--- config.mk ---
export PLATFORM = sky130hd
export DESIGN_NAME = face_expression_blink_sequencer_flat
export DESIGN_NICKNAME = d
export VERILOG_FILES = /design/src/rtl/fes_pkg.sv /design/src/rtl/fes_if.sv /design/src/rtl/face_expression_blink_sequencer.sv /design/src/rtl/fes_div.sv /design/src/rtl/fes_ctrl.sv /design/src/rtl/fes_dp.sv /design/src/flat_wrapper.sv
export SDC_FILE = /design/constraint.sdc
export NUM_CORES = 2
export LEC_CHECK = 0
export BUFFER_PORTS_ARGS = -buffer_cell sky130_fd_sc_hd__buf_2
export CORE_ASPECT_RATIO = 0.8
export CORE_MARGIN = 3
export CORE_UTILIZATION = 25
export CTS_CLUSTER_SIZE = 30
export DETAILED_ROUTE_END_ITERATION = 12
export GPL_ROUTABILITY_DRIVEN = 0
export HOLD_SLACK_MARGIN = 0.08
export PLACE_DENSITY = 0.45
export SETUP_SLACK_MARGIN = 0.15
export SLEW_MARGIN = 30
export SYNTH_ARGS = -nofsm -noshare
export SYNTH_HDL_FRONTEND = slang
export SYNTH_SLANG_ARGS = --single-unit
--- constraint.sdc ---
create_clock -name clk -period 23 [get_ports clk]
set_clock_uncertainty 0.05 [all_clocks]
set_input_delay 1.15 -clock clk [delete_from_list [all_inputs] [get_ports clk]]
set_output_delay 1.15 -clock clk [all_outputs]
set_load 0.02 [all_outputs]
--- src/rtl/fes_pkg.sv ---
// Package for the face expression and blink sequencer.
// Holds field widths, reset values, operation and phase codes, and the
// command and status structs shared by the controller and the datapath.
`default_nettype none

package fes_pkg;

  // Field widths of the channels and registers.
  localparam int OP_W       = 3;
  localparam int EXPR_W     = 4;
  localparam int BOOP_W     = 16;
  localparam int DT_W       = 10;
  localparam int DRAW_W     = 14;
  localparam int WEIGHT_W   = 17;
  localparam int PHASE_W    = 2;
  localparam int COUNT_W    = 5;
  localparam int FADE_W     = 14;
  localparam int BDUR_W     = 11;
  localparam int IVAL_W     = 16;
  localparam int EYE_T_W    = 16;
  localparam int CFG_IDX_W  = 3;
  localparam int CFG_DATA_W = 16;

  // Expression count limits.
  localparam int MAX_EXPRESSIONS = 16;
  localparam int EXPR_CAP        = (MAX_EXPRESSIONS < 16) ? MAX_EXPRESSIONS : 16;

  // Q16 weights and timing constants.
  localparam int                  Q16_SHIFT = 16;
  localparam logic [WEIGHT_W-1:0] Q16_ONE   = WEIGHT_W'(65536);
  localparam logic [EYE_T_W-1:0]  HOLD_MS   = EYE_T_W'(40);
  localparam logic [DRAW_W-1:0]   DRAW_SPAN = DRAW_W'(10000);
  localparam logic [FADE_W-1:0]   FADE_MIN  = FADE_W'(10);
  // A ramp that has not finished has 2*t below the duration, so t fits here.
  localparam int                  RAMP_T_W  = BDUR_W - 1;

  // Register reset values.
  localparam logic [COUNT_W-1:0] CFG_COUNT_RST = COUNT_W'(8);
  localparam logic [FADE_W-1:0]  CFG_FADE_RST  = FADE_W'(250);
  localparam logic [BDUR_W-1:0]  CFG_BDUR_RST  = BDUR_W'(150);
  localparam logic [IVAL_W-1:0]  CFG_MIN_RST   = IVAL_W'(2000);
  localparam logic [IVAL_W-1:0]  CFG_MAX_RST   = IVAL_W'(6000);
  localparam logic [IVAL_W-1:0]  COUNTDOWN_RST = IVAL_W'(2000);

  // Shared serial divider: two quotient bits per cycle.
  localparam int DIV_NUM_W   = 30;
  localparam int DIV_DEN_W   = 14;
  localparam int DIV_RADIX_B = 2;
  localparam int DIV_STEPS   = DIV_NUM_W / DIV_RADIX_B;
  localparam int DIV_CNT_W   = $clog2(DIV_STEPS + 1);

  typedef enum logic [OP_W-1:0] {
    OP_TICK  = 3'd0,
    OP_SET   = 3'd1,
    OP_NEXT  = 3'd2,
    OP_PREV  = 3'd3,
    OP_BOOP  = 3'd4,
    OP_BLINK = 3'd5
  } fes_op_t;

  typedef enum logic [PHASE_W-1:0] {
    PH_OPEN    = 2'd0,
    PH_CLOSING = 2'd1,
    PH_HOLD    = 2'd2,
    PH_OPENING = 2'd3
  } fes_phase_t;

  typedef enum logic [CFG_IDX_W-1:0] {
    CFG_EXPR_COUNT = 3'd0,
    CFG_FADE_MS    = 3'd1,
    CFG_BLINK_DUR  = 3'd2,
    CFG_IVAL_MIN   = 3'd3,
    CFG_IVAL_MAX   = 3'd4
  } fes_cfg_idx_t;

  typedef enum logic [1:0] {
    DSEL_FADE = 2'd0,
    DSEL_NAV  = 2'd1,
    DSEL_RAMP = 2'd2,
    DSEL_DRAW = 2'd3
  } fes_div_sel_t;

  typedef enum logic [3:0] {
    S_IDLE      = 4'd0,
    S_DECODE    = 4'd1,
    S_EXEC      = 4'd2,
    S_NAV_WAIT  = 4'd3,
    S_FADE_WAIT = 4'd4,
    S_BOOP      = 4'd5,
    S_EYE       = 4'd6,
    S_EYE_DIV   = 4'd7,
    S_EYE_WAIT  = 4'd8,
    S_DONE      = 4'd9
  } fes_state_t;

  typedef struct packed {
    logic         load_item;
    logic         exec_op;
    logic         fade_apply;
    logic         boop_apply;
    logic         eye_step;
    logic         eye_apply;
    logic         out_load;
    logic         div_start;
    fes_div_sel_t div_sel;
  } fes_cmd_t;

  typedef struct packed {
    logic [OP_W-1:0] op;
    logic            fade_busy;
    logic            need_ramp;
    logic            need_draw;
  } fes_stat_t;

endpackage

`default_nettype wire

--- src/rtl/fes_if.sv ---
// Channel interfaces of the face expression and blink sequencer:
// event input, status result and register write port.
// Depends on fes_pkg for the field widths.
`default_nettype none

interface fes_in_if
  import fes_pkg::*;
();
  logic                valid;
  logic                ready;
  logic [OP_W-1:0]     operation;
  logic [EXPR_W-1:0]   expression_index;
  logic [BOOP_W-1:0]   boop_duration_ms;
  logic [DT_W-1:0]     elapsed_ms;
  logic [DRAW_W-1:0]   random_draw;

  modport source (output valid, operation, expression_index, boop_duration_ms,
                  elapsed_ms, random_draw, input ready);
  modport sink   (input valid, operation, expression_index, boop_duration_ms,
                  elapsed_ms, random_draw, output ready);
endinterface

interface fes_out_if
  import fes_pkg::*;
();
  logic                valid;
  logic                ready;
  logic [EXPR_W-1:0]   current_expression;
  logic [EXPR_W-1:0]   previous_expression;
  logic [WEIGHT_W-1:0] transition_weight;
  logic [PHASE_W-1:0]  blink_phase_out;
  logic [WEIGHT_W-1:0] blink_weight_out;
  logic                boop_active;

  modport source (output valid, current_expression, previous_expression,
                  transition_weight, blink_phase_out, blink_weight_out,
                  boop_active, input ready);
  modport sink   (input valid, current_expression, previous_expression,
                  transition_weight, blink_phase_out, blink_weight_out,
                  boop_active, output ready);
endinterface

interface fes_cfg_if
  import fes_pkg::*;
();
  logic                  valid;
  logic                  ready;
  logic [CFG_IDX_W-1:0]  index;
  logic [CFG_DATA_W-1:0] data;

  modport source (output valid, index, data, input ready);
  modport sink   (input valid, index, data, output ready);
endinterface

`default_nettype wire

--- src/rtl/face_expression_blink_sequencer.sv ---
// Face expression and blink sequencer, top level. Depends on fes_pkg,
// fes_if, fes_div, fes_ctrl and fes_dp.
//
// Events arrive on in_if (valid/ready); each accepted transfer produces exactly
// one status transfer on out_if, in order. An event sets, steps or boops the
// expression, starts a blink, or is a tick that advances the fade, the boop
// countdown and the four-phase eyelid machine by elapsed_ms milliseconds.
// Registers are written on cfg_if, which is always ready; write them only while
// the block is idle. Unknown register indexes are ignored.
//
// One event is worked on at a time, so a new event is taken only once the
// current one has reached its result. The pace is set by the single shared
// divider, which yields two quotient bits a cycle: set, boop, blink and
// undefined codes use no divide, next/previous use one for the wrap, and a
// tick uses up to two, one for the fade step and one for the eyelid ramp or
// the next blink interval.
// A stalled receiver holds the result in the output register; the next event is
// still accepted and worked on, and waits only for that register to free up.
// Synchronous active-low reset restores configuration, event and control state.
`default_nettype none

module face_expression_blink_sequencer
  import fes_pkg::*;
(
  input wire logic  clk,
  input wire logic  rst_n,
  fes_in_if.sink    in_if,
  fes_out_if.source out_if,
  fes_cfg_if.sink   cfg_if
);

  fes_cmd_t             cmd;
  fes_stat_t            stat;
  logic                 div_done;
  logic [DIV_NUM_W-1:0] div_num;
  logic [DIV_DEN_W-1:0] div_den;
  logic [DIV_NUM_W-1:0] div_quo;
  logic [DIV_DEN_W-1:0] div_rem;

  // Register writes never stall.
  assign cfg_if.ready = 1'b1;

  fes_ctrl u_ctrl (
    .clk       (clk),
    .rst_n     (rst_n),
    .in_valid  (in_if.valid),
    .in_ready  (in_if.ready),
    .out_valid (out_if.valid),
    .out_ready (out_if.ready),
    .stat      (stat),
    .div_done  (div_done),
    .cmd       (cmd)
  );

  fes_dp u_dp (
    .clk                 (clk),
    .rst_n               (rst_n),
    .cfg_we              (cfg_if.valid),
    .cfg_idx             (cfg_if.index),
    .cfg_data            (cfg_if.data),
    .operation           (in_if.operation),
    .expression_index    (in_if.expression_index),
    .boop_duration_ms    (in_if.boop_duration_ms),
    .elapsed_ms          (in_if.elapsed_ms),
    .random_draw         (in_if.random_draw),
    .cmd                 (cmd),
    .div_quo             (div_quo),
    .div_rem             (div_rem),
    .div_num             (div_num),
    .div_den             (div_den),
    .stat                (stat),
    .current_expression  (out_if.current_expression),
    .previous_expression (out_if.previous_expression),
    .transition_weight   (out_if.transition_weight),
    .blink_phase_out     (out_if.blink_phase_out),
    .blink_weight_out    (out_if.blink_weight_out),
    .boop_active         (out_if.boop_active)
  );

  fes_div u_div (
    .clk   (clk),
    .rst_n (rst_n),
    .start (cmd.div_start),
    .num   (div_num),
    .den   (div_den),
    .done  (div_done),
    .quo   (div_quo),
    .rem   (div_rem)
  );

  // Once a divide starts, the block is busy with the current event.
  a_div_start_busy: assert property (@(posedge clk) disable iff (!rst_n)
    cmd.div_start |=> !in_if.ready)
    else $error("divider started while the block was taking events");

  // A divide never finishes while the block waits for a new event.
  a_div_done_busy: assert property (@(posedge clk) disable iff (!rst_n)
    div_done |-> !in_if.ready)
    else $error("divider result arrived while the block was idle");

  // Reported weights stay within Q16 one.
  a_weights_bounded: assert property (@(posedge clk) disable iff (!rst_n)
    out_if.valid |-> (out_if.transition_weight <= Q16_ONE) &&
                     (out_if.blink_weight_out <= Q16_ONE))
    else $error("reported weight above full scale");

  // Loading the result register raises valid.
  a_result_after_done: assert property (@(posedge clk) disable iff (!rst_n)
    cmd.out_load |=> out_if.valid)
    else $error("result register loaded without raising valid");

endmodule

`default_nettype wire

--- src/rtl/fes_div.sv ---
// Shared restoring divider, two quotient bits per cycle.
// Depends on fes_pkg for the operand widths and step count.
`default_nettype none

module fes_div
  import fes_pkg::*;
(
  input  wire logic                 clk,
  input  wire logic                 rst_n,
  input  wire logic                 start,
  input  wire logic [DIV_NUM_W-1:0] num,
  input  wire logic [DIV_DEN_W-1:0] den,
  output logic                      done,
  output logic [DIV_NUM_W-1:0]      quo,
  output logic [DIV_DEN_W-1:0]      rem
);

  logic [DIV_NUM_W-1:0] num_r, num_nxt;
  logic [DIV_DEN_W-1:0] rem_r, rem_nxt;
  logic [DIV_DEN_W-1:0] den_r;
  logic [DIV_CNT_W-1:0] cnt_r;
  logic                 busy_r;
  logic                 done_r;
  logic [DIV_DEN_W:0]   trial;

  // The numerator register shifts out dividend bits at the top and takes
  // quotient bits in at the bottom.
  always_comb begin
    rem_nxt = rem_r;
    num_nxt = num_r;
    trial   = '0;
    for (int i = 0; i < DIV_RADIX_B; i++) begin
      trial = {rem_nxt, num_nxt[DIV_NUM_W-1]};
      if (trial >= {1'b0, den_r}) begin
        rem_nxt = DIV_DEN_W'(trial - {1'b0, den_r});
        num_nxt = {num_nxt[DIV_NUM_W-2:0], 1'b1};
      end else begin
        rem_nxt = trial[DIV_DEN_W-1:0];
        num_nxt = {num_nxt[DIV_NUM_W-2:0], 1'b0};
      end
    end
  end

  always_ff @(posedge clk) begin
    if (!rst_n) begin
      busy_r <= 1'b0;
      done_r <= 1'b0;
      cnt_r  <= '0;
    end else begin
      done_r <= 1'b0;
      if (start) begin
        busy_r <= 1'b1;
        cnt_r  <= DIV_CNT_W'(DIV_STEPS);
      end else if (busy_r) begin
        cnt_r <= cnt_r - 1'b1;
        if (cnt_r == DIV_CNT_W'(1)) begin
          busy_r <= 1'b0;
          done_r <= 1'b1;
        end
      end
    end
  end

  always_ff @(posedge clk) begin
    if (start) begin
      num_r <= num;
      rem_r <= '0;
      den_r <= den;
    end else if (busy_r) begin
      num_r <= num_nxt;
      rem_r <= rem_nxt;
    end
  end

  assign done = done_r;
  assign quo  = num_r;
  assign rem  = rem_r;

endmodule

`default_nettype wire

--- src/rtl/fes_ctrl.sv ---
// Controller of the face expression and blink sequencer: sequences one
// event through decode, divides and state updates, and owns output valid.
// Depends on fes_pkg for the state, command and status types.
`default_nettype none

module fes_ctrl
  import fes_pkg::*;
(
  input  wire logic      clk,
  input  wire logic      rst_n,
  input  wire logic      in_valid,
  output logic           in_ready,
  output logic           out_valid,
  input  wire logic      out_ready,
  input  wire fes_stat_t stat,
  input  wire logic      div_done,
  output fes_cmd_t       cmd
);

  fes_state_t state_r, state_nxt;
  logic       out_valid_r, out_valid_nxt;
  logic       is_nav;

  assign is_nav = (stat.op == OP_NEXT) || (stat.op == OP_PREV);

  always_comb begin
    state_nxt = state_r;
    unique case (state_r)
      S_IDLE: begin
        if (in_valid) state_nxt = S_DECODE;
      end
      S_DECODE: begin
        if (stat.op == OP_TICK) begin
          state_nxt = stat.fade_busy ? S_FADE_WAIT : S_BOOP;
        end else if (is_nav) begin
          state_nxt = S_NAV_WAIT;
        end else begin
          state_nxt = S_EXEC;
        end
      end
      S_EXEC:      state_nxt = S_DONE;
      S_NAV_WAIT: begin
        if (div_done) state_nxt = S_DONE;
      end
      S_FADE_WAIT: begin
        if (div_done) state_nxt = S_BOOP;
      end
      S_BOOP:      state_nxt = S_EYE;
      S_EYE:       state_nxt = S_EYE_DIV;
      S_EYE_DIV: begin
        state_nxt = (stat.need_ramp || stat.need_draw) ? S_EYE_WAIT : S_DONE;
      end
      S_EYE_WAIT: begin
        if (div_done) state_nxt = S_DONE;
      end
      S_DONE: begin
        if (!out_valid_r || out_ready) state_nxt = S_IDLE;
      end
      default:     state_nxt = S_IDLE;
    endcase
  end

  always_comb begin
    cmd      = '0;
    cmd.div_sel = DSEL_FADE;
    in_ready = 1'b0;
    unique case (state_r)
      S_IDLE: begin
        in_ready      = 1'b1;
        cmd.load_item = in_valid;
      end
      S_DECODE: begin
        if (stat.op == OP_TICK) begin
          cmd.div_sel   = DSEL_FADE;
          cmd.div_start = stat.fade_busy;
        end else if (is_nav) begin
          cmd.div_sel   = DSEL_NAV;
          cmd.div_start = 1'b1;
        end
      end
      S_EXEC:      cmd.exec_op = 1'b1;
      S_NAV_WAIT: begin
        cmd.div_sel = DSEL_NAV;
        cmd.exec_op = div_done;
      end
      S_FADE_WAIT: cmd.fade_apply = div_done;
      S_BOOP:      cmd.boop_apply = 1'b1;
      S_EYE:       cmd.eye_step = 1'b1;
      S_EYE_DIV: begin
        cmd.div_sel   = stat.need_draw ? DSEL_DRAW : DSEL_RAMP;
        cmd.div_start = stat.need_ramp || stat.need_draw;
      end
      S_EYE_WAIT: begin
        cmd.div_sel   = stat.need_draw ? DSEL_DRAW : DSEL_RAMP;
        cmd.eye_apply = div_done;
      end
      S_DONE:      cmd.out_load = !out_valid_r || out_ready;
      default: ;
    endcase
  end

  always_comb begin
    out_valid_nxt = out_valid_r;
    if (cmd.out_load) begin
      out_valid_nxt = 1'b1;
    end else if (out_ready) begin
      out_valid_nxt = 1'b0;
    end
  end

  always_ff @(posedge clk) begin
    if (!rst_n) begin
      state_r     <= S_IDLE;
      out_valid_r <= 1'b0;
    end else begin
      state_r     <= state_nxt;
      out_valid_r <= out_valid_nxt;
    end
  end

  assign out_valid = out_valid_r;

endmodule

`default_nettype wire

--- src/rtl/fes_dp.sv ---
// Datapath of the face expression and blink sequencer: registers, event
// state, divider operand selection and the status result register.
// Depends on fes_pkg; driven by fes_ctrl commands, fed by fes_div results.
`default_nettype none

module fes_dp
  import fes_pkg::*;
(
  input  wire logic                  clk,
  input  wire logic                  rst_n,
  input  wire logic                  cfg_we,
  input  wire logic [CFG_IDX_W-1:0]  cfg_idx,
  input  wire logic [CFG_DATA_W-1:0] cfg_data,
  input  wire logic [OP_W-1:0]       operation,
  input  wire logic [EXPR_W-1:0]     expression_index,
  input  wire logic [BOOP_W-1:0]     boop_duration_ms,
  input  wire logic [DT_W-1:0]       elapsed_ms,
  input  wire logic [DRAW_W-1:0]     random_draw,
  input  wire fes_cmd_t              cmd,
  input  wire logic [DIV_NUM_W-1:0]  div_quo,
  input  wire logic [DIV_DEN_W-1:0]  div_rem,
  output logic [DIV_NUM_W-1:0]       div_num,
  output logic [DIV_DEN_W-1:0]       div_den,
  output fes_stat_t                  stat,
  output logic [EXPR_W-1:0]          current_expression,
  output logic [EXPR_W-1:0]          previous_expression,
  output logic [WEIGHT_W-1:0]        transition_weight,
  output logic [PHASE_W-1:0]         blink_phase_out,
  output logic [WEIGHT_W-1:0]        blink_weight_out,
  output logic                       boop_active
);

  localparam int FADE_SUM_W = WEIGHT_W + 1;

  // Configuration registers.
  logic [COUNT_W-1:0] cfg_count_r;
  logic [FADE_W-1:0]  cfg_fade_r;
  logic [BDUR_W-1:0]  cfg_bdur_r;
  logic [IVAL_W-1:0]  cfg_min_r;
  logic [IVAL_W-1:0]  cfg_max_r;

  // Event state.
  logic [EXPR_W-1:0]   expr_now_r, expr_now_nxt;
  logic [EXPR_W-1:0]   expr_before_r, expr_before_nxt;
  logic [EXPR_W-1:0]   boop_ret_r, boop_ret_nxt;
  logic [WEIGHT_W-1:0] fade_r, fade_nxt;
  logic [BOOP_W-1:0]   boop_left_r, boop_left_nxt;
  fes_phase_t          phase_r, phase_nxt;
  logic [EYE_T_W-1:0]  eye_t_r, eye_t_nxt;
  logic [WEIGHT_W-1:0] eye_w_r, eye_w_nxt;
  logic [IVAL_W-1:0]   countdown_r, countdown_nxt;
  logic                need_ramp_r, need_ramp_nxt;
  logic                need_draw_r, need_draw_nxt;

  // Latched event fields and interval products.
  logic [OP_W-1:0]      op_r;
  logic [EXPR_W-1:0]    idx_r;
  logic [BOOP_W-1:0]    dur_r;
  logic [DT_W-1:0]      dt_r;
  logic [DRAW_W-1:0]    draw_r;
  logic [DIV_NUM_W-1:0] prod_lo_r;
  logic [DIV_NUM_W-1:0] prod_hi_r;

  // Result register.
  logic [EXPR_W-1:0]   out_cur_r;
  logic [EXPR_W-1:0]   out_prev_r;
  logic [WEIGHT_W-1:0] out_fade_r;
  logic [PHASE_W-1:0]  out_phase_r;
  logic [WEIGHT_W-1:0] out_eye_w_r;
  logic                out_boop_r;

  logic [COUNT_W-1:0]    n_eff;
  logic [FADE_W-1:0]     fade_div;
  logic [BDUR_W-1:0]     bdur_eff;
  logic [DRAW_W-1:0]     draw_c;
  logic [DRAW_W-1:0]     draw_rest;
  logic [COUNT_W-1:0]    nav_num;
  logic [EXPR_W-1:0]     tgt;
  logic                  set_ok;
  logic                  set_req;
  logic [FADE_SUM_W-1:0] fade_sum;
  logic                  fade_clamp;
  logic [EYE_T_W:0]      t_sum;
  logic [EYE_T_W-1:0]    t_adv;
  logic                  ramp_end;

  // Effective register values: zero count acts as one, short fades as the minimum.
  always_comb begin
    if (cfg_count_r == '0) begin
      n_eff = COUNT_W'(1);
    end else if (cfg_count_r > COUNT_W'(EXPR_CAP)) begin
      n_eff = COUNT_W'(EXPR_CAP);
    end else begin
      n_eff = cfg_count_r;
    end
    fade_div  = (cfg_fade_r < FADE_MIN) ? FADE_MIN : cfg_fade_r;
    bdur_eff  = (cfg_bdur_r == '0) ? BDUR_W'(1) : cfg_bdur_r;
    draw_c    = (draw_r > DRAW_SPAN) ? DRAW_SPAN : draw_r;
    draw_rest = DRAW_SPAN - draw_c;
  end

  // Divider operands. The blink interval is the weighted sum of the two bounds
  // divided by the draw span, which keeps it between them in either order.
  always_comb begin
    if (op_r == OP_NEXT) begin
      nav_num = {1'b0, expr_now_r} + COUNT_W'(1);
    end else begin
      nav_num = {1'b0, expr_now_r} + n_eff - COUNT_W'(1);
    end
    unique case (cmd.div_sel)
      DSEL_FADE: begin
        div_num = DIV_NUM_W'({dt_r, Q16_SHIFT'(0)});
        div_den = fade_div;
      end
      DSEL_NAV: begin
        div_num = DIV_NUM_W'(nav_num);
        div_den = DIV_DEN_W'(n_eff);
      end
      DSEL_RAMP: begin
        div_num = DIV_NUM_W'({eye_t_r[RAMP_T_W-1:0], (Q16_SHIFT + 1)'(0)});
        div_den = DIV_DEN_W'(bdur_eff);
      end
      DSEL_DRAW: begin
        div_num = prod_lo_r + prod_hi_r;
        div_den = DRAW_SPAN;
      end
      default: begin
        div_num = '0;
        div_den = DIV_DEN_W'(1);
      end
    endcase
  end

  // Expression change check, shared by set, next, previous, boop and boop restore.
  always_comb begin
    tgt = idx_r;
    if (cmd.boop_apply) begin
      tgt = boop_ret_r;
    end else if ((op_r == OP_NEXT) || (op_r == OP_PREV)) begin
      tgt = div_rem[EXPR_W-1:0];
    end
    set_ok = ({1'b0, tgt} < n_eff) && (tgt != expr_now_r);
  end

  always_comb begin
    fade_sum   = {1'b0, fade_r} + {1'b0, div_quo[WEIGHT_W-1:0]};
    fade_clamp = (|div_quo[DIV_NUM_W-1:WEIGHT_W]) || (fade_sum > FADE_SUM_W'(Q16_ONE));
    t_sum      = {1'b0, eye_t_r} + (EYE_T_W + 1)'(dt_r);
    t_adv      = t_sum[EYE_T_W] ? '1 : t_sum[EYE_T_W-1:0];
    ramp_end   = {t_adv, 1'b0} >= (EYE_T_W + 1)'(bdur_eff);
  end

  always_comb begin
    expr_now_nxt    = expr_now_r;
    expr_before_nxt = expr_before_r;
    boop_ret_nxt    = boop_ret_r;
    fade_nxt        = fade_r;
    boop_left_nxt   = boop_left_r;
    phase_nxt       = phase_r;
    eye_t_nxt       = eye_t_r;
    eye_w_nxt       = eye_w_r;
    countdown_nxt   = countdown_r;
    need_ramp_nxt   = need_ramp_r;
    need_draw_nxt   = need_draw_r;
    set_req         = 1'b0;

    if (cmd.exec_op) begin
      case (op_r) inside
        OP_SET, OP_NEXT, OP_PREV: set_req = 1'b1;
        OP_BOOP: begin
          if (boop_left_r == '0) boop_ret_nxt = expr_now_r;
          boop_left_nxt = dur_r;
          set_req       = 1'b1;
        end
        OP_BLINK: begin
          if (phase_r == PH_OPEN) begin
            phase_nxt = PH_CLOSING;
            eye_t_nxt = '0;
          end
        end
        default: ;
      endcase
    end

    if (cmd.fade_apply) begin
      fade_nxt = fade_clamp ? Q16_ONE : fade_sum[WEIGHT_W-1:0];
    end

    // A running boop counts down and restores the saved expression at zero.
    if (cmd.boop_apply && (boop_left_r != '0)) begin
      if (BOOP_W'(dt_r) >= boop_left_r) begin
        boop_left_nxt = '0;
        set_req       = 1'b1;
      end else begin
        boop_left_nxt = boop_left_r - BOOP_W'(dt_r);
      end
    end

    // Eyelid step; ramps still running ask for a divide, and so does a finished opening.
    if (cmd.eye_step) begin
      need_ramp_nxt = 1'b0;
      need_draw_nxt = 1'b0;
      unique case (phase_r)
        PH_OPEN: begin
          if (IVAL_W'(dt_r) >= countdown_r) begin
            countdown_nxt = '0;
            phase_nxt     = PH_CLOSING;
            eye_t_nxt     = '0;
          end else begin
            countdown_nxt = countdown_r - IVAL_W'(dt_r);
          end
        end
        PH_CLOSING: begin
          eye_t_nxt = t_adv;
          if (ramp_end) begin
            eye_w_nxt = Q16_ONE;
            phase_nxt = PH_HOLD;
            eye_t_nxt = '0;
          end else begin
            need_ramp_nxt = 1'b1;
          end
        end
        PH_HOLD: begin
          eye_t_nxt = t_adv;
          if (t_adv >= HOLD_MS) begin
            phase_nxt = PH_OPENING;
            eye_t_nxt = '0;
          end
        end
        PH_OPENING: begin
          eye_t_nxt = t_adv;
          if (ramp_end) begin
            eye_w_nxt     = '0;
            phase_nxt     = PH_OPEN;
            eye_t_nxt     = '0;
            need_draw_nxt = 1'b1;
          end else begin
            need_ramp_nxt = 1'b1;
          end
        end
        default: ;
      endcase
    end

    if (cmd.eye_apply) begin
      if (need_draw_r) begin
        countdown_nxt = div_quo[IVAL_W-1:0];
      end else if (phase_r == PH_CLOSING) begin
        eye_w_nxt = div_quo[WEIGHT_W-1:0];
      end else begin
        eye_w_nxt = Q16_ONE - div_quo[WEIGHT_W-1:0];
      end
    end

    if (set_req && set_ok) begin
      expr_before_nxt = expr_now_r;
      expr_now_nxt    = tgt;
      fade_nxt        = '0;
    end
  end

  always_ff @(posedge clk) begin
    if (!rst_n) begin
      cfg_count_r   <= CFG_COUNT_RST;
      cfg_fade_r    <= CFG_FADE_RST;
      cfg_bdur_r    <= CFG_BDUR_RST;
      cfg_min_r     <= CFG_MIN_RST;
      cfg_max_r     <= CFG_MAX_RST;
      expr_now_r    <= '0;
      expr_before_r <= '0;
      boop_ret_r    <= '0;
      fade_r        <= Q16_ONE;
      boop_left_r   <= '0;
      phase_r       <= PH_OPEN;
      eye_t_r       <= '0;
      eye_w_r       <= '0;
      countdown_r   <= COUNTDOWN_RST;
      need_ramp_r   <= 1'b0;
      need_draw_r   <= 1'b0;
    end else begin
      if (cfg_we) begin
        unique case (cfg_idx)
          CFG_EXPR_COUNT: cfg_count_r <= cfg_data[COUNT_W-1:0];
          CFG_FADE_MS:    cfg_fade_r  <= cfg_data[FADE_W-1:0];
          CFG_BLINK_DUR:  cfg_bdur_r  <= cfg_data[BDUR_W-1:0];
          CFG_IVAL_MIN:   cfg_min_r   <= cfg_data[IVAL_W-1:0];
          CFG_IVAL_MAX:   cfg_max_r   <= cfg_data[IVAL_W-1:0];
          default: ;
        endcase
      end
      expr_now_r    <= expr_now_nxt;
      expr_before_r <= expr_before_nxt;
      boop_ret_r    <= boop_ret_nxt;
      fade_r        <= fade_nxt;
      boop_left_r   <= boop_left_nxt;
      phase_r       <= phase_nxt;
      eye_t_r       <= eye_t_nxt;
      eye_w_r       <= eye_w_nxt;
      countdown_r   <= countdown_nxt;
      need_ramp_r   <= need_ramp_nxt;
      need_draw_r   <= need_draw_nxt;
    end
  end

  always_ff @(posedge clk) begin
    if (cmd.load_item) begin
      op_r   <= operation;
      idx_r  <= expression_index;
      dur_r  <= boop_duration_ms;
      dt_r   <= elapsed_ms;
      draw_r <= random_draw;
    end
    prod_lo_r <= DIV_NUM_W'(cfg_min_r) * DIV_NUM_W'(draw_rest);
    prod_hi_r <= DIV_NUM_W'(cfg_max_r) * DIV_NUM_W'(draw_c);
    if (cmd.out_load) begin
      out_cur_r   <= expr_now_r;
      out_prev_r  <= expr_before_r;
      out_fade_r  <= fade_r;
      out_phase_r <= phase_r;
      out_eye_w_r <= eye_w_r;
      out_boop_r  <= (boop_left_r != '0);
    end
  end

  assign stat.op        = op_r;
  assign stat.fade_busy = (fade_r < Q16_ONE);
  assign stat.need_ramp = need_ramp_r;
  assign stat.need_draw = need_draw_r;

  assign current_expression  = out_cur_r;
  assign previous_expression = out_prev_r;
  assign transition_weight   = out_fade_r;
  assign blink_phase_out     = out_phase_r;
  assign blink_weight_out    = out_eye_w_r;
  assign boop_active         = out_boop_r;

endmodule

`default_nettype wire

--- src/flat_wrapper.sv ---
// flat-port wrapper written by rule: the top's interface ports become plain ports
module face_expression_blink_sequencer_flat import fes_pkg::*;
  (clk, rst_n, in_if_valid, in_if_operation, in_if_expression_index, in_if_boop_duration_ms, in_if_elapsed_ms, in_if_random_draw, in_if_ready, out_if_valid, out_if_current_expression, out_if_previous_expression, out_if_transition_weight, out_if_blink_phase_out, out_if_blink_weight_out, out_if_boop_active, out_if_ready, cfg_if_valid, cfg_if_index, cfg_if_data, cfg_if_ready);
  fes_in_if in_if_i ();
  fes_out_if out_if_i ();
  fes_cfg_if cfg_if_i ();
  input wire logic clk;
  input wire logic rst_n;
  input wire logic [$bits(in_if_i.valid)-1:0] in_if_valid;
  input wire logic [$bits(in_if_i.operation)-1:0] in_if_operation;
  input wire logic [$bits(in_if_i.expression_index)-1:0] in_if_expression_index;
  input wire logic [$bits(in_if_i.boop_duration_ms)-1:0] in_if_boop_duration_ms;
  input wire logic [$bits(in_if_i.elapsed_ms)-1:0] in_if_elapsed_ms;
  input wire logic [$bits(in_if_i.random_draw)-1:0] in_if_random_draw;
  output wire logic [$bits(in_if_i.ready)-1:0] in_if_ready;
  output wire logic [$bits(out_if_i.valid)-1:0] out_if_valid;
  output wire logic [$bits(out_if_i.current_expression)-1:0] out_if_current_expression;
  output wire logic [$bits(out_if_i.previous_expression)-1:0] out_if_previous_expression;
  output wire logic [$bits(out_if_i.transition_weight)-1:0] out_if_transition_weight;
  output wire logic [$bits(out_if_i.blink_phase_out)-1:0] out_if_blink_phase_out;
  output wire logic [$bits(out_if_i.blink_weight_out)-1:0] out_if_blink_weight_out;
  output wire logic [$bits(out_if_i.boop_active)-1:0] out_if_boop_active;
  input wire logic [$bits(out_if_i.ready)-1:0] out_if_ready;
  input wire logic [$bits(cfg_if_i.valid)-1:0] cfg_if_valid;
  input wire logic [$bits(cfg_if_i.index)-1:0] cfg_if_index;
  input wire logic [$bits(cfg_if_i.data)-1:0] cfg_if_data;
  output wire logic [$bits(cfg_if_i.ready)-1:0] cfg_if_ready;
  assign in_if_i.valid = in_if_valid;
  assign in_if_i.operation = in_if_operation;
  assign in_if_i.expression_index = in_if_expression_index;
  assign in_if_i.boop_duration_ms = in_if_boop_duration_ms;
  assign in_if_i.elapsed_ms = in_if_elapsed_ms;
  assign in_if_i.random_draw = in_if_random_draw;
  assign in_if_ready = in_if_i.ready;
  assign out_if_valid = out_if_i.valid;
  assign out_if_current_expression = out_if_i.current_expression;
  assign out_if_previous_expression = out_if_i.previous_expression;
  assign out_if_transition_weight = out_if_i.transition_weight;
  assign out_if_blink_phase_out = out_if_i.blink_phase_out;
  assign out_if_blink_weight_out = out_if_i.blink_weight_out;
  assign out_if_boop_active = out_if_i.boop_active;
  assign out_if_i.ready = out_if_ready;
  assign cfg_if_i.valid = cfg_if_valid;
  assign cfg_if_i.index = cfg_if_index;
  assign cfg_if_i.data = cfg_if_data;
  assign cfg_if_ready = cfg_if_i.ready;
  face_expression_blink_sequencer u_core (.clk(clk), .rst_n(rst_n), .in_if(in_if_i), .out_if(out_if_i), .cfg_if(cfg_if_i));
endmodule
==> results.cfg <==
[place]
port_buffers = 117
dp_slack_ns = 14.06
dp.cells = 5700
dp_hpwl_um = 81700

[logic_synthesis]
yosysSeqAreaShare_pct = 25.9
synth_edf_count = 136
avgSynthCellArea_um2 = 9.05
synthMuxAreaShare_pct = 1.63
synth-main-ff-cell = dfxtp_1
ys_async_sr_fraction_pct = 0
yosys_warnings = 0
synth-xor-area-share_pct = 3.87
yosys.area_share.simple_pct = 17.1
yosysTopAreaCell = fa_1
syn-num-nets = 4557
synth_compound_area_share_pct = 14.1
synth_top_family_by_area = adder cells
synth_fa_ha_area_share_pct = 31.0
syn-cell-area_um2 = 34700
ys_ff_latch = 381
synth.distinct_cells = 98
syn_inst = 3831
synthTopCellsByArea = fa_1 20%, dfxtp_1 14%, edfxtp_1 12%
yosysTopAreaCellShare_pct = 19.5

[sta]
slew_headroom_pct = 31.5
hold_violations = 0
drv_slew = 0
tns_ns = 0
rsz0062_at_grt = no
period_share_pct = 39.2
timing.final.crit_period_ns = 9.02
setup_viol = 0
max_freq_mhz = 111
fin_ws_ns = 13.98
worst_pin_slew_ns = 1.03

[grt]
track_usage_pct = 14.5
first_global_vias = 26700
grt.overflow.total = 0
grt_max_degree = 58
antenna_found_initial = 3
grt_pass1_wl_um = 164000

[clock_network]
cts_sinks = 381
clk_path_buf_depth = 3
cts_hold_buf = 0
post_cts_buffers = 0
clk_pin_slew_ns = 0.06
numCtsBuffers = 48
post_cts.resized_instances = 0
clkLatencyLatePin_ns = 0.65
tritoncts = built
htreeDepth = 2
clockRootBuffer = clkbuf_16

[status]
status = complete, no violations

[drt]
via_count = 27000
first_pass_iters = 5
wl_um = 105000
routedWlPerCell_um = 18.2
first_iter_violations = 2089
drt-vias-per-instance = 4.65
route.detailed.drc = 0
final_antenna_net_count = 0

[floorplan]
die_area_um2 = 143000
io_pins = 119
rows = 121
start_util_pct = 25.3
die_h_um = 339
die_x_um = 422
core_um2 = 137000

[final_layout]
fin_cells = 5792
multi_input_area_um2 = 23500
fillCellCount = 14700
nets = 4631
drive_above_1_share_pct = 8.82
fin_util_pct = 28.6
area_growth_pct = 13.0
regArea_um2 = 8990

[worst_setup_path]
rrSetupSlack_ns = 13.98
start_kind = flip-flop
cp.required_ns = 23.47
cp.buffers_inverters = 5
cp_data_arrival_time_ns = 9.49
r2r_start = u_core.u_dp.draw_r[3]$_DFFE_PP_
rr_endpoint = u_core.u_dp.prod_lo_r[29]$_DFF_P_
cp-end-kind = flip-flop
critical_path.top_delay_family = adder cells
r2r_cells = 32
path_class = flip-flop to flip-flop
cp_slowest_cell = fa_1
slowest_delay_ns = 0.54
worstPathMaxFanout = 34
critPathMostFrequentCell = fa_1

[job]
cap_violations = 0

[min_path]
holdPathEnd = u_core.u_dp.blink_weight_out[10]$_DFFE_PP_
min_from = u_core.u_dp.eye_w_r[10]$_SDFF_PN0_
hp-class = flip-flop to flip-flop
hold_depth = 0
==> final cells by class <==
| class | instances | share of cell area (%) |
|---|---|---|
| Antenna cell | 2 | 0.0128 |
| Timing Repair Buffer | 176 | 2.63 |
| Clock buffer | 61 | 3.46 |
| Tap cell | 1845 | 5.90 |
| Sequential cell | 381 | 23.0 |
| Clock inverter | 29 | 0.837 |
| Multi-Input combinational cell | 2860 | 60.0 |
| Inverter | 438 | 4.20 |
==> cell families after synthesis <==
family          Yosys count
xor+xnor                153
buf+inv                 590
fa+ha+maj               655
flops                   381
mux                      54
compound gates          739
simple gates           1258
other cells               1
==> sequential cells by signal, indices dropped and copies added (netlist names), 17 cells and up <==
| signal | cells |
|---|---|
| u_core.u_dp.blink_weight_out | 17 |
| u_core.u_dp.transition_weight | 17 |
| u_core.u_dp.fade_r | 17 |
| u_core.u_dp.prod_lo_r | 30 |
| u_core.u_dp.eye_w_r | 17 |
| u_core.u_dp.prod_hi_r | 30 |
| u_core.u_div.quo | 30 |
==> worst register-to-register path: cells and delay by family, from the launching register on <==
kind,cells,cell delay (ns)
adder cells (fa/ha/maj),8,3.47
AO/OA/AOI/OAI,10,2.62
AND/OR/NAND/NOR,8,1.69
buffers and inverters,5,0.56
flip-flops,1,0.42
XOR/XNOR,1,0.11
==> through the flow <==
stage          hold WS [ns]  area [µm²]
3_5_place_dp          0.371       37500
6_report              0.387       39200
5_1_grt               0.406       39100
3_3_place_gp          0.369       37400
2_1_floorplan         0.356       34700
4_1_cts               0.388       39100
==> layer usage <==
metal  vias up  global-route usage [%]  share of wire (%)
met5         -                       0                  0
met4         0                    3.85                2.6
met3       119                    2.22                4.8
met2       570                    21.3                 41
met1     13200                    21.9                 51
li1      13100                       -                  -
==> layout by cell type (no fill, tap or decap), drive strengths merged, types with 7 or more instances in the layout <==
| cell type | synthesis | routed |
|---|---|---|
| and2 | 185 | 185 |
| a21oi | 224 | 224 |
| mux2 | 19 | 19 |
| nor4 | 24 | 24 |
| o21bai | 15 | 15 |
| nor2b | 30 | 30 |
| a22o | 28 | 28 |
| clkinv | 3 | 19 |
| xnor2 | 104 | 104 |
| nand2b | 21 | 21 |
| or2 | 18 | 18 |
| a211oi | 49 | 49 |
| nor3 | 55 | 55 |
| clkbuf | 137 | 61 |
| o31a | 8 | 8 |
| nand4 | 25 | 25 |
| or3 | 23 | 23 |
| o211ai | 18 | 18 |
| o21a | 30 | 30 |
| o21ai | 148 | 148 |
| o22a | 7 | 7 |
| mux2i | 35 | 35 |
| edfxtp | 136 | 136 |
| nand3 | 62 | 62 |
| nor2 | 220 | 220 |
| fa | 338 | 338 |
| a221oi | 27 | 27 |
| a21o | 59 | 59 |
| o31ai | 17 | 17 |
| nand2 | 542 | 542 |
| ha | 317 | 317 |
| dfxtp | 245 | 245 |
| a21boi | 12 | 12 |
| buf | 15 | 176 |
| and3 | 15 | 15 |
| inv | 435 | 439 |
| xor2 | 49 | 49 |
| a221o | 7 | 7 |
| a31oi | 18 | 18 |
==> cells in the mapped netlist, types with 19 or more instances <==
cell type,count
nor2b_1,30
clkbuf_1,137
nand2_1,542
nor4_1,24
inv_1,435
mux2_2,19
a21oi_1,224
a22o_1,21
xnor2_1,104
mux2i_1,35
o21a_1,30
dfxtp_1,245
edfxtp_1,136
o21ai_0,144
and2_1,184
fa_1,338
a211oi_1,47
a221oi_1,25
nor2_1,220
ha_1,317
or3_1,23
nand3_1,62
xor2_1,49
nor3_1,55
nand2b_1,21
nand4_1,25
a21o_1,59
==> worst max-delay path by stage <==
stage | start | to | slack (ns) | depth (start not counted)
after floorplan | u_core.u_dp.draw_r[3]$_DFFE_PP_ | u_core.u_dp.prod_lo_r[29]$_DFF_P_ | 14.64 | 31
after global placement | u_core.u_dp.draw_r[3]$_DFFE_PP_ | u_core.u_dp.prod_lo_r[29]$_DFF_P_ | 14.13 | 32
after detailed placement | u_core.u_dp.draw_r[3]$_DFFE_PP_ | u_core.u_dp.prod_lo_r[29]$_DFF_P_ | 14.06 | 32
after CTS | u_core.u_dp.draw_r[3]$_DFFE_PP_ | u_core.u_dp.prod_lo_r[29]$_DFF_P_ | 14.00 | 32
after global routing | u_core.u_dp.draw_r[3]$_DFFE_PP_ | u_core.u_dp.prod_lo_r[29]$_DFF_P_ | 13.28 | 30
final | u_core.u_dp.draw_r[3]$_DFFE_PP_ | u_core.u_dp.prod_lo_r[29]$_DFF_P_ | 13.98 | 32
Power is left out: the tool's default activity adds up to more than one toggle a clock period on the data nets, which glitch-free logic cannot reach.
